<file path="config.mk">
export PLATFORM = sky130hd
export DESIGN_NAME = character_stream_lexer
export DESIGN_NICKNAME = d
export VERILOG_FILES = /design/src/sv/csl_pkg.sv /design/src/sv/character_stream_lexer.sv /design/src/sv/csl_core.sv /design/src/sv/csl_out_fifo.sv
export SDC_FILE = /design/constraint.sdc
export NUM_CORES = 1
export LEC_CHECK = 0
export BUFFER_PORTS_ARGS = -buffer_cell sky130_fd_sc_hd__buf_2
export CAP_MARGIN = 10
export CORE_MARGIN = 1
export CORE_UTILIZATION = 55
export CTS_CLUSTER_DIAMETER = 120
export DETAILED_ROUTE_END_ITERATION = 10
export GPL_TIMING_DRIVEN = 0
export PLACE_DENSITY = 0.81
export SYNTH_ARGS = -nofsm -noshare
export SYNTH_HDL_FRONTEND = slang
export SYNTH_SLANG_ARGS = --single-unit
</file>
<file path="constraint.sdc">
create_clock -name i_clk -period 4.9 [get_ports i_clk]
set_input_delay 0.245 -clock i_clk [delete_from_list [all_inputs] [get_ports i_clk]]
set_output_delay 0.245 -clock i_clk [all_outputs]
set_load 0.05 [all_outputs]
</file>
<file path="src/sv/csl_pkg.sv">
// shared types and constants for the character stream lexer
`default_nettype none

package csl_pkg;

    // position field widths and saturation limits
    localparam int LINE_W = 16;
    localparam int COL_W  = 12;
    localparam logic [LINE_W-1:0] LINE_MAX = '1;
    localparam logic [COL_W-1:0]  COL_MAX  = '1;

    // token kinds
    localparam logic [5:0] K_IDENT  = 6'd12;
    localparam logic [5:0] K_INT    = 6'd13;
    localparam logic [5:0] K_FLOAT  = 6'd14;
    localparam logic [5:0] K_STRING = 6'd15;
    localparam logic [5:0] K_COMMA  = 6'd16;
    localparam logic [5:0] K_PLUS   = 6'd17;
    localparam logic [5:0] K_MINUS  = 6'd18;
    localparam logic [5:0] K_TIMES  = 6'd19;
    localparam logic [5:0] K_DIVIDE = 6'd20;
    localparam logic [5:0] K_REM    = 6'd21;
    localparam logic [5:0] K_ASSIGN = 6'd22;
    localparam logic [5:0] K_EQ     = 6'd23;
    localparam logic [5:0] K_LPAREN = 6'd24;
    localparam logic [5:0] K_RPAREN = 6'd25;
    localparam logic [5:0] K_LT     = 6'd26;
    localparam logic [5:0] K_LE     = 6'd27;
    localparam logic [5:0] K_GT     = 6'd28;
    localparam logic [5:0] K_GE     = 6'd29;
    localparam logic [5:0] K_NE     = 6'd30;
    localparam logic [5:0] K_EOF    = 6'd31;
    localparam logic [5:0] K_ERROR  = 6'd32;

    // keyword spellings, first character in the low byte, zero padded
    localparam int KW_COUNT = 12;
    localparam logic [63:0] KW_TEXT [KW_COUNT] = '{
        64'("tes"), 64'("tnirp"), 64'("elihw"), 64'("od"), 64'("dne"), 64'("dna"),
        64'("ro"), 64'("fi"), 64'("neht"), 64'("esle"), 64'("fidne"), 64'("margorp")
    };
    localparam logic [3:0] KW_LEN [KW_COUNT] = '{
        4'd3, 4'd5, 4'd5, 4'd2, 4'd3, 4'd3, 4'd2, 4'd2, 4'd4, 4'd4, 4'd5, 4'd7
    };

    // output queue geometry
    localparam int Q_DEPTH = 4;
    localparam int Q_AW    = 2;

    // scanner modes
    typedef enum logic [3:0] {
        MODE_IDLE    = 4'd0,
        MODE_COMMENT = 4'd1,
        MODE_WORD    = 4'd2,
        MODE_INT     = 4'd3,
        MODE_FRAC    = 4'd4,
        MODE_STRING  = 4'd5,
        MODE_EQ      = 4'd6,
        MODE_LT      = 4'd7,
        MODE_GT      = 4'd8,
        MODE_BANG    = 4'd9
    } t_mode;

    typedef struct packed {
        logic [7:0] ch;
        logic       end_of_input;
    } t_in_item;

    typedef struct packed {
        logic [5:0]        kind;
        logic [LINE_W-1:0] start_line;
        logic [COL_W-1:0]  start_column;
        logic [7:0]        token_length;
        logic              last_of_run;
    } t_out_item;

    // results produced by one accepted item
    typedef struct packed {
        logic [1:0] count;
        t_out_item  item0;
        t_out_item  item1;
    } t_emit;

endpackage

`default_nettype wire

</file>
<file path="src/sv/character_stream_lexer.sv">
// character stream lexer top level
//
// Input channel: one source byte per item (i_in_item.ch), or an end marker
// (i_in_item.end_of_input). Output channel: one token per item with kind,
// start line, start column, length and a flag on the last token that a
// given input item caused. Both sides use valid / stall.
//
// Each accepted byte is classified in the same cycle it is taken; the
// tokens it closes are written to a four-entry result queue and are
// offered on the output from the next cycle on.
// One byte per cycle is taken while the queue has room for two tokens;
// a byte that closes two tokens fills the queue faster than it drains,
// so a long run of such bytes is held back by o_in_stall.
// When the receiver stalls, the queue fills and o_in_stall rises once
// three tokens wait; nothing is dropped.
// After end of input or a '$' every further byte is taken and ignored.
// Reset clears the scanner state, the position counters and the queue;
// no clearing pass is needed.
`default_nettype none

module character_stream_lexer import csl_pkg::*; #(
    parameter int KEYWORD_CHARS    = 7,
    parameter int MAX_TOKEN_LENGTH = 255
) (
    input  wire logic     i_clk,
    input  wire logic     i_rst_n,
    input  wire logic     i_in_valid,
    output logic          o_in_stall,
    input  wire t_in_item i_in_item,
    output logic          o_out_valid,
    input  wire logic     i_out_stall,
    output t_out_item     o_out_item
);

    t_emit emit;
    logic  accept;

    assign accept = i_in_valid && !o_in_stall;

    csl_core #(
        .KEYWORD_CHARS    (KEYWORD_CHARS),
        .MAX_TOKEN_LENGTH (MAX_TOKEN_LENGTH)
    ) u_core (
        .i_clk    (i_clk),
        .i_rst_n  (i_rst_n),
        .i_accept (accept),
        .i_item   (i_in_item),
        .o_emit   (emit)
    );

    csl_out_fifo u_fifo (
        .i_clk       (i_clk),
        .i_rst_n     (i_rst_n),
        .i_push      (emit),
        .i_out_stall (i_out_stall),
        .o_out_valid (o_out_valid),
        .o_out_item  (o_out_item),
        .o_full      (o_in_stall)
    );

endmodule

`default_nettype wire

</file>
<file path="src/sv/csl_core.sv">
// scanner state and per-character token decisions
`default_nettype none

module csl_core import csl_pkg::*; #(
    parameter int KEYWORD_CHARS    = 7,
    parameter int MAX_TOKEN_LENGTH = 255
) (
    input  wire logic     i_clk,
    input  wire logic     i_rst_n,
    input  wire logic     i_accept,
    input  wire t_in_item i_item,
    output t_emit         o_emit
);

    localparam int PW = 8 * KEYWORD_CHARS;
    localparam int LW = $clog2(MAX_TOKEN_LENGTH + 1);

    localparam logic [7:0] CH_TAB   = 8'h09;
    localparam logic [7:0] CH_NL    = 8'h0a;
    localparam logic [7:0] CH_SPACE = 8'h20;
    localparam logic [7:0] CH_BANG  = 8'h21;
    localparam logic [7:0] CH_QUOTE = 8'h22;
    localparam logic [7:0] CH_HASH  = 8'h23;
    localparam logic [7:0] CH_DOLL  = 8'h24;
    localparam logic [7:0] CH_PCT   = 8'h25;
    localparam logic [7:0] CH_LPAR  = 8'h28;
    localparam logic [7:0] CH_RPAR  = 8'h29;
    localparam logic [7:0] CH_STAR  = 8'h2a;
    localparam logic [7:0] CH_PLUS  = 8'h2b;
    localparam logic [7:0] CH_COMMA = 8'h2c;
    localparam logic [7:0] CH_MINUS = 8'h2d;
    localparam logic [7:0] CH_DOT   = 8'h2e;
    localparam logic [7:0] CH_SLASH = 8'h2f;
    localparam logic [7:0] CH_LT    = 8'h3c;
    localparam logic [7:0] CH_EQ    = 8'h3d;
    localparam logic [7:0] CH_GT    = 8'h3e;

    t_mode             r_mode, n_mode;
    logic [PW-1:0]     r_prefix, n_prefix;
    logic [LW-1:0]     r_plen, n_plen;
    logic [LINE_W-1:0] r_pline, n_pline, r_cline, n_cline;
    logic [COL_W-1:0]  r_pcol, n_pcol, r_ccol, n_ccol;
    logic              r_fin, n_fin;

    logic [7:0] ch;
    logic       act, eoi;
    logic       is_alpha, is_digit, is_nl;

    // saturate the pending count to the output field
    function automatic logic [7:0] sat_len(input logic [LW-1:0] v);
        if (32'(v) > 255) begin
            return 8'hff;
        end
        return 8'(v);
    endfunction

    function automatic t_out_item mk(input logic [5:0] kind, input logic [LINE_W-1:0] line,
                                     input logic [COL_W-1:0] col, input logic [7:0] len);
        t_out_item it;
        it.kind         = kind;
        it.start_line   = line;
        it.start_column = col;
        it.token_length = len;
        it.last_of_run  = 1'b0;
        return it;
    endfunction

    assign ch       = i_item.ch;
    assign eoi      = i_item.end_of_input;
    assign act      = i_accept && !r_fin;
    assign is_alpha = (ch >= 8'h61 && ch <= 8'h7a) || (ch >= 8'h41 && ch <= 8'h5a);
    assign is_digit = ch >= 8'h30 && ch <= 8'h39;
    assign is_nl    = ch == CH_NL;

    // what a fresh character starts
    logic       st_begin, st_single, st_comment, st_dollar;
    t_mode      st_mode;
    logic [5:0] st_kind;

    always_comb begin
        st_begin   = 1'b0;
        st_single  = 1'b0;
        st_comment = 1'b0;
        st_dollar  = 1'b0;
        st_mode    = MODE_IDLE;
        st_kind    = K_ERROR;
        priority if (ch == CH_SPACE || ch == CH_TAB || is_nl) begin
            st_mode = MODE_IDLE;
        end else if (ch == CH_HASH) begin
            st_comment = 1'b1;
        end else if (is_alpha) begin
            st_begin = 1'b1;
            st_mode  = MODE_WORD;
        end else if (is_digit) begin
            st_begin = 1'b1;
            st_mode  = MODE_INT;
        end else begin
            unique case (ch)
                CH_QUOTE: begin st_begin = 1'b1; st_mode = MODE_STRING; end
                CH_EQ:    begin st_begin = 1'b1; st_mode = MODE_EQ;     end
                CH_LT:    begin st_begin = 1'b1; st_mode = MODE_LT;     end
                CH_GT:    begin st_begin = 1'b1; st_mode = MODE_GT;     end
                CH_BANG:  begin st_begin = 1'b1; st_mode = MODE_BANG;   end
                CH_COMMA: begin st_single = 1'b1; st_kind = K_COMMA;  end
                CH_PLUS:  begin st_single = 1'b1; st_kind = K_PLUS;   end
                CH_MINUS: begin st_single = 1'b1; st_kind = K_MINUS;  end
                CH_STAR:  begin st_single = 1'b1; st_kind = K_TIMES;  end
                CH_SLASH: begin st_single = 1'b1; st_kind = K_DIVIDE; end
                CH_PCT:   begin st_single = 1'b1; st_kind = K_REM;    end
                CH_LPAR:  begin st_single = 1'b1; st_kind = K_LPAREN; end
                CH_RPAR:  begin st_single = 1'b1; st_kind = K_RPAREN; end
                CH_DOLL:  begin
                    st_single = 1'b1;
                    st_kind   = K_EOF;
                    st_dollar = 1'b1;
                end
                default:  begin st_single = 1'b1; st_kind = K_ERROR;  end
            endcase
        end
    end

    // kind of the pending token if it is closed now
    logic       pend_any;
    logic [5:0] pend_kind, word_kind, pair_kind;

    always_comb begin
        word_kind = K_IDENT;
        for (int k = 0; k < KW_COUNT; k++) begin
            if (32'(r_plen) == 32'(KW_LEN[k]) && r_prefix == KW_TEXT[k][PW-1:0]) begin
                word_kind = 6'(k);
            end
        end
        pend_any  = 1'b1;
        pend_kind = K_ERROR;
        pair_kind = K_NE;
        unique case (r_mode)
            MODE_WORD:   pend_kind = word_kind;
            MODE_INT:    pend_kind = K_INT;
            MODE_FRAC:   pend_kind = K_FLOAT;
            MODE_STRING: pend_kind = K_ERROR;
            MODE_EQ:     begin pend_kind = K_ASSIGN; pair_kind = K_EQ; end
            MODE_LT:     begin pend_kind = K_LT;     pair_kind = K_LE; end
            MODE_GT:     begin pend_kind = K_GT;     pair_kind = K_GE; end
            MODE_BANG:   pend_kind = K_ERROR;
            default:     pend_any = 1'b0;
        endcase
    end

    // per-mode decision for a non-terminating character
    logic keep_add, to_frac, close_str, do_pair, comment_end, restart, do_flush;

    always_comb begin
        keep_add    = 1'b0;
        to_frac     = 1'b0;
        close_str   = 1'b0;
        do_pair     = 1'b0;
        comment_end = 1'b0;
        restart     = 1'b0;
        unique case (r_mode)
            MODE_COMMENT: comment_end = is_nl;
            MODE_WORD: begin
                keep_add = is_alpha || is_digit;
                restart  = !(is_alpha || is_digit);
            end
            MODE_INT: begin
                keep_add = is_digit || ch == CH_DOT;
                to_frac  = ch == CH_DOT;
                restart  = !(is_digit || ch == CH_DOT);
            end
            MODE_FRAC: begin
                keep_add = is_digit;
                restart  = !is_digit;
            end
            MODE_STRING: begin
                close_str = ch == CH_QUOTE;
                keep_add  = ch != CH_QUOTE;
            end
            MODE_EQ, MODE_LT, MODE_GT, MODE_BANG: begin
                do_pair = ch == CH_EQ;
                restart = ch != CH_EQ;
            end
            default: restart = 1'b1;
        endcase
        do_flush = restart && pend_any;
    end

    // results for this item
    t_out_item pend_item, single_item, eof_item;

    always_comb begin
        pend_item   = mk(pend_kind, r_pline, r_pcol, sat_len(r_plen));
        single_item = mk(st_kind, r_cline, r_ccol, 8'd1);
        eof_item    = mk(K_EOF, r_cline, r_ccol, 8'd0);
        o_emit      = '0;
        if (act) begin
            if (eoi) begin
                if (pend_any) begin
                    o_emit.item0 = pend_item;
                    o_emit.item1 = eof_item;
                    o_emit.count = 2'd2;
                end else begin
                    o_emit.item0 = eof_item;
                    o_emit.count = 2'd1;
                end
            end else if (close_str) begin
                o_emit.item0 = mk(K_STRING, r_pline, r_pcol, sat_len(r_plen));
                o_emit.count = 2'd1;
            end else if (do_pair) begin
                o_emit.item0 = mk(pair_kind, r_pline, r_pcol, 8'd2);
                o_emit.count = 2'd1;
            end else if (restart) begin
                if (do_flush) begin
                    o_emit.item0 = pend_item;
                    o_emit.item1 = single_item;
                    o_emit.count = st_single ? 2'd2 : 2'd1;
                end else if (st_single) begin
                    o_emit.item0 = single_item;
                    o_emit.count = 2'd1;
                end
            end
        end
        // mark the final result of the item
        if (o_emit.count == 2'd2) begin
            o_emit.item1.last_of_run = 1'b1;
        end else if (o_emit.count == 2'd1) begin
            o_emit.item0.last_of_run = 1'b1;
        end
    end

    // next scanner state
    always_comb begin
        n_mode   = r_mode;
        n_prefix = r_prefix;
        n_plen   = r_plen;
        n_pline  = r_pline;
        n_pcol   = r_pcol;
        n_cline  = r_cline;
        n_ccol   = r_ccol;
        n_fin    = r_fin;
        if (act) begin
            if (eoi) begin
                n_mode   = MODE_IDLE;
                n_prefix = '0;
                n_plen   = '0;
                n_fin    = 1'b1;
            end else begin
                if (comment_end) begin
                    n_mode = MODE_IDLE;
                end
                if (keep_add) begin
                    for (int i = 0; i < KEYWORD_CHARS; i++) begin
                        if (32'(r_plen) == i) begin
                            n_prefix[8*i +: 8] = ch;
                        end
                    end
                    if (32'(r_plen) < MAX_TOKEN_LENGTH) begin
                        n_plen = r_plen + 1'b1;
                    end
                    if (to_frac) begin
                        n_mode = MODE_FRAC;
                    end
                end
                if (close_str) begin
                    n_mode = MODE_IDLE;
                    n_plen = '0;
                end
                if (do_pair) begin
                    n_mode   = MODE_IDLE;
                    n_plen   = '0;
                    n_prefix = '0;
                end
                if (restart) begin
                    n_mode   = st_comment ? MODE_COMMENT : MODE_IDLE;
                    n_prefix = '0;
                    n_plen   = '0;
                    if (st_begin) begin
                        n_mode  = st_mode;
                        n_pline = r_cline;
                        n_pcol  = r_ccol;
                        if (st_mode != MODE_STRING) begin
                            n_prefix[7:0] = ch;
                            n_plen        = LW'(1);
                        end
                    end
                    if (st_dollar) begin
                        n_fin = 1'b1;
                    end
                end
                // position tracking, saturating
                if (is_nl) begin
                    if (r_cline != LINE_MAX) begin
                        n_cline = r_cline + 1'b1;
                    end
                    n_ccol = '0;
                end else if (r_ccol != COL_MAX) begin
                    n_ccol = r_ccol + 1'b1;
                end
            end
        end
    end

    // state registers
    always_ff @(posedge i_clk) begin
        if (!i_rst_n) begin
            r_mode   <= MODE_IDLE;
            r_prefix <= '0;
            r_plen   <= '0;
            r_pline  <= '0;
            r_pcol   <= '0;
            r_cline  <= '0;
            r_ccol   <= '0;
            r_fin    <= 1'b0;
        end else begin
            r_mode   <= n_mode;
            r_prefix <= n_prefix;
            r_plen   <= n_plen;
            r_pline  <= n_pline;
            r_pcol   <= n_pcol;
            r_cline  <= n_cline;
            r_ccol   <= n_ccol;
            r_fin    <= n_fin;
        end
    end

endmodule

`default_nettype wire

</file>
<file path="src/sv/csl_out_fifo.sv">
// four-entry result queue taking up to two items per cycle
`default_nettype none

module csl_out_fifo import csl_pkg::*; (
    input  wire logic  i_clk,
    input  wire logic  i_rst_n,
    input  wire t_emit i_push,
    input  wire logic  i_out_stall,
    output logic       o_out_valid,
    output t_out_item  o_out_item,
    output logic       o_full
);

    t_out_item           r_mem [Q_DEPTH];
    logic [Q_AW-1:0]     r_head, n_head, r_tail, n_tail;
    logic [Q_AW:0]       r_count, n_count;
    logic                pop;

    assign o_out_valid = r_count != '0;
    assign o_out_item  = r_mem[r_head];
    assign pop         = o_out_valid && !i_out_stall;
    // room for two results is kept for the next item
    assign o_full      = 32'(r_count) > Q_DEPTH - 2;

    // pointer and fill bookkeeping
    always_comb begin
        n_head  = pop ? r_head + 1'b1 : r_head;
        n_tail  = r_tail + Q_AW'(i_push.count);
        n_count = r_count + (Q_AW+1)'(i_push.count) - (Q_AW+1)'(pop);
    end

    always_ff @(posedge i_clk) begin
        if (!i_rst_n) begin
            r_head  <= '0;
            r_tail  <= '0;
            r_count <= '0;
        end else begin
            r_head  <= n_head;
            r_tail  <= n_tail;
            r_count <= n_count;
        end
    end

    // entry writes
    always_ff @(posedge i_clk) begin
        if (i_push.count != 2'd0) begin
            r_mem[r_tail] <= i_push.item0;
        end
        if (i_push.count == 2'd2) begin
            r_mem[r_tail + 1'b1] <= i_push.item1;
        end
    end

endmodule

`default_nettype wire

</file>
== Word level (Yosys, flattened, before mapping) ==
Memories as Yosys holds them, arrays and structs flattened. A register that Yosys moved wholly into a read port is not among the register bits.
Index checks and enable logic that the tools add are counted.
Storage, ports and cells
  output and inout bits: 45
  bits in registers: 132
  memories: 1
  latch bits: 0
  bits in writable memories: 172
  memory bits (read-only): 0
Memory list
  u_fifo.r_mem: depth 4, width 43, rd ports 1, clocked after memory_dff 1, wr ports 2, RTL line csl_out_fifo.sv:14  | t_out_item r_mem [Q_DEPTH];
Operators by class
  bitwise operators: 1
  $lt $le $gt $ge: 8
  divide/modulo/power cells: 0
  shift operators: 0
  $add $sub $neg: 8
  multipliers: 0
  reductions and logical operators: 62
  multiplexer cells: 105
  eq/ne operators: 54
Operators with widths (number)
  $mux W88: 3
  $mux W56: 4
  $mux W45: 4
  $eq A56 B15 Y1 const B: 3
  $eq A56 B23 Y1 const B: 3
  $eq A56 B39 Y1 const B: 3
  $eq A8 B6 Y1 const B: 17
  $mux W43: 3
  $mux W8: 16
  $eq A56 B31 Y1 const B: 2
  $mux W4: 24
  $eq A56 B55 Y1 const B: 1
  $pmux W6 S9: 1
  $mux W44: 1
  $mux W42: 1
  $pmux W6 S6: 1
  $mux W1: 34
  $eq A8 B3 Y1 const B: 4
  $reduce_bool A4 Y1: 8
  $reduce_and A3 Y1: 10
  $mux W12: 2
  $mux W6: 4
  $pmux W4 S5: 1
  $logic_and A1 B1 Y1: 19
  other kinds (42): 69

== Longest topological paths before layout ==
  depth after elaboration: 24
  gate-level depth with buffers: 17
  depth with buffers taken out: 14

== Modules after synthesis ==
From an unflattened synthesis, not the netlist that was laid out.
Second synthesis, totals
  cells, all modules: 1495
  area total of the unflattened synthesis: 16748.6 µm²
Modules (own cells, without submodules)
  csl_out_fifo: area each 8826.0 µm², instances 1, cells each 469, seq. area each 5345.1 µm²
  csl_core: area each 7908.8 µm², instances 1, cells each 1025, seq. area each 2502.4 µm²
  character_stream_lexer: area each 13.8 µm², instances 1, cells each 1, seq. area each 0.0 µm²

== Least setup slack after synthesis ==
Ideal clock, no wire load.
  path kind: input -> register
  start: input i_in_item[5] in the netlist's numbering
  end: memory u_fifo.r_mem[1][0] in the netlist's numbering (enable)
  path slack: 0.673 ns
  arrival time: 3.836 ns
  buffers on the path: 2
  library setup time: 0.391 ns
  stages: 13
  cell sequence: or4b_1 -> buf_2 -> o311ai_2 -> a211oi_1 -> nor3_2 -> buf_2 -> nor2_1 -> ha_1 -> nand2b_1 -> o41ai_2 -> and2_1 -> nor2_1 -> inv_1
RTL lines
  from (decl): RTL line character_stream_lexer.sv:29  | input wire t_in_item i_in_item,
  to (decl): RTL line csl_out_fifo.sv:14

==> key figures <==
Logic synthesis
  – Leading area contributor after synthesis: edfxtp_1
  – Register area share after synthesis: 48.05%
  – #FFs+latches synth: 306
  – Mapped Cells: 1529
  – Syn Area/Cell: 10.30 um2
  – Primary FF master, synth: dfxtp_1
  – Asr flop ratio synth: 0%
  – Syn Std Cell Area: 15750 um2
  – Yosys top cell area share: 27.45%
  – Most common cell in the netlist: nand2_1
  – Syn_nets: 1554
  – Leading post-synthesis cells by cell area: edfxtp_1 27%, dfxtp_1 21%, mux4_2 6.1%
  – Post-synth cell types: 78
  – Synth warn: 0
  – Number of enable flip-flop cells after synthesis: 144
  – Synth cell count leaders: 168 x nand2_1, 162 x dfxtp_1, 153 x o22ai_1, 144 x edfxtp_1, 117 x nor2_1

Floorplanning
  – Initial Utilization: 56.23%
  – Area of the die: 29320 um2
  – Die X: 171.2 um
  – Die Ht: 171.2 um
  – Row count: 61
  – Core Footprint: 28010 um2
  – IO Count: 58

Clock tree
  – CTS Root Cell: clkbuf_16
  – Post-CTS Hold Buffers: 0
  – Clock slew at reported path FFs: 0.06 ns
  – CTS tree: done
  – H-Tree Depth: 1
  – Setup bufs post-CTS: 0
  – Clk_lat worst skew: 0.58 ns
  – Clock sinks: 306
  – Total CTS buffers: 31
  – Clk buf depth: 3

Routing
  – Routed WL: 48410 um
  – DRC errors left: 0
  – Drt wl/cell: 23.94 um
  – Via density: 6.922
  – Final ANT Viol Nets: 0
  – Routed vias: 14000
  – Initial DRC count: 2112
  – First-pass DRT Iterations: 8

Power and ir drop
  – Peak VDD IR: 0.0002451 V
  – Power per cell area: 411.6 nW/um2
  – Total leakage power: 5.738 nW

STA
  – Clock Skews: 0.01659 ns
  – Setup-failing EPs final: 0
  – Rel. slew slack: 26.47%
  – Max Slew Vio Count: 0
  – F_max: 0.2058 GHz
  – Final hold violation count: 0
  – Period utilisation layout: 99.15%
  – Setup WS post-layout: 0.04164 ns
  – RSZ-0062 raised after global routing: false
  – Worst Max-Slew Pin Slew: 1.089 ns
  – Min Tclk post-route: 4.858 ns

Finish
  – Area Growth Syn to Fin: 11.76%
  – Non-filler cells, final: 2022
  – Share of layout cells above drive strength 1: 14.17%
  – Final net count: 1644
  – Layout filler cell count: 2231
  – N_diodes: 0
  – Final Core Density: 62.84%
  – Final Cell Area: 17600 um2

Setup path
  – Worst EP arrival: 5.27 ns
  – Worst Setup End Kind: register
  – Critical path class: in2reg
  – Slowest-stage cell, CP: a221oi_1
  – CP cell instances: buf_2 > clkbuf_1 > nor2_1 > a221oi_1 > nor4bb_1 > nor3_2 > buf_2 > nor2_1 > ha_1 > nand2b_1 > o41ai_2 > nand2_1 > clkbuf_1 > o22ai_1
  – CP delay by family, top: compound AO/OA/AOI/OAI gates
  – Crit path max fanout: 10
  – CP peak stage delay: 0.74 ns
  – CP Buf/Inv Count: 4
  – R2r setup slk: 0.22 ns
  – CP required: 5.31 ns
  – CP startpoint kind: primary input

Global routing
  – Largest net degree at the start of global routing: 37
  – First-pass GRT wire length: 74640 um
  – Initial antenna violation count: 0
  – Vias in the first global route: 13460
  – GRT Residual Overflow: 0
  – Gr usage total: 33.08%

Place
  – GPL Wtd Cong: 0.9713
  – Placed inst area: 16540 um2
  – Detailed placer's ending HPWL: 33580 um
  – IO Port Bufs: 55
  – Pre-CTS setup slack: -0.6036 ns
  – Dpl cells: 1964

Min path
  – HP Class: in2reg

Run status
  – Outcome: finished, final reports clean

Run
  – MaxCap Viol Count: 0
state kept, by name (all words and copies together) (netlist names), named ones only:
register,flops
u_core.r_fin,1
u_core.r_cline,16
u_fifo.r_count,3
u_fifo.r_tail,2
u_fifo.r_head,2
u_core.r_prefix,56
u_core.r_pcol,12
u_core.r_pline,16
u_fifo.r_mem,172
u_core.r_plen,8
u_core.r_mode,4
u_core.r_ccol,12
through the flow:
step | TNS (ns) | total power, mW | hold WS [ns]
after floorplan | 0 | 4.334 | 0.4271
after global placement | -167.52 | 4.777 | 0.4410
after global routing | 0 | 7.473 | 0.1522
after detailed placement | -61.73 | 4.830 | 0.4477
after CTS | 0 | 7.251 | 0.09583
final | 0 | 7.246 | 0.09311
final timing paths:
check	to	start	cells past startpoint
worst max register to register	u_fifo.r_mem[2][28]	u_core.r_mode[1]	12
worst min register to register	u_fifo.r_mem[3][2]	u_fifo.r_mem[3][2]	1
worst min-delay path	u_fifo.r_head[0]	i_out_stall	4
worst max-delay path	u_fifo.r_mem[2][28]	i_in_item[5]	14
cells by family (layout without fill, tap and decap cells):
kind of cell	after synthesis	in the layout	synth area share [%]
and+or+nand+nor	531	531	16.83
AOI/OAI and AO/OA	416	416	20.25
DFF	306	306	48.05
buffers and inverters	160	275	4.075
muxes	75	75	8.182
xor gates and xnor gates	29	29	1.613
adders and majority gates	12	12	1.001
worst min-delay path, delay by kind of cell:
kind | cells | cell delay (ns)
xor+xnor | 1 | 0.16
simple gates | 2 | 0.15
buf+inv | 1 | 0.07
cells in the final DEF, fill, tap and decap left out, types with 14 or more instances in the layout:
master | synthesis | final
buf_2 | 15 | 70
nand4_1 | 26 | 26
clkbuf_1 | 109 | 115
a32o_1 | 40 | 40
nand2_1 | 168 | 168
nand3_1 | 38 | 38
nor3_1 | 38 | 38
and2_1 | 14 | 14
a22o_1 | 31 | 31
edfxtp_1 | 144 | 144
nand2b_1 | 16 | 16
inv_1 | 19 | 15
a221oi_2 | 21 | 21
xor2_1 | 17 | 17
clkbuf_16 | 0 | 31
o21ai_0 | 40 | 40
a311o_2 | 20 | 20
mux2i_1 | 32 | 32
a21oi_1 | 38 | 38
nor2_1 | 117 | 115
dfxtp_1 | 162 | 162
mux4_2 | 43 | 43
or3_1 | 17 | 17
nor4_1 | 19 | 19
o22ai_1 | 153 | 153
where the power goes:
group | total (mW) | switching (mW) | internal, mW
Combinational | 1.91 | 1.35 | 0.559
Sequential | 2.88 | 0.0557 | 2.82
Clock | 2.46 | 1.01 | 1.44
Total | 7.25 | 2.42 | 4.82
final cells by class:
class                           instances  area, um2  share of cell area, %
Tap cell                              378      473.0                  2.687
Multi-Input combinational cell       1063       7546                  42.87
Sequential cell                       306       7567                  42.99
Timing Repair Buffer                   57      315.3                  1.791
Clock inverter                         11      135.1                 0.7677
Buffer                                139      565.5                  3.213
Clock buffer                           47      915.9                  5.203
Inverter                               21      83.83                 0.4763
layer usage:
layer	vias to the layer above	global-route usage (%)	wire (um)
met5	-	0	0
li1	6149	-	-
met3	175	4.763	4545
met4	0	16.30	2292
met1	6794	42.35	18180
met2	879	54.97	23390
repair_timing:
| action | in CTS | in global routing |
|---|---|---|
| gates resized for setup | 2 | 6 |
| gates cloned | 0 | 0 |
| endpoints found under the setup margin | 23 | 82 |
No activity file was read; power rests on OpenSTA's default activity.
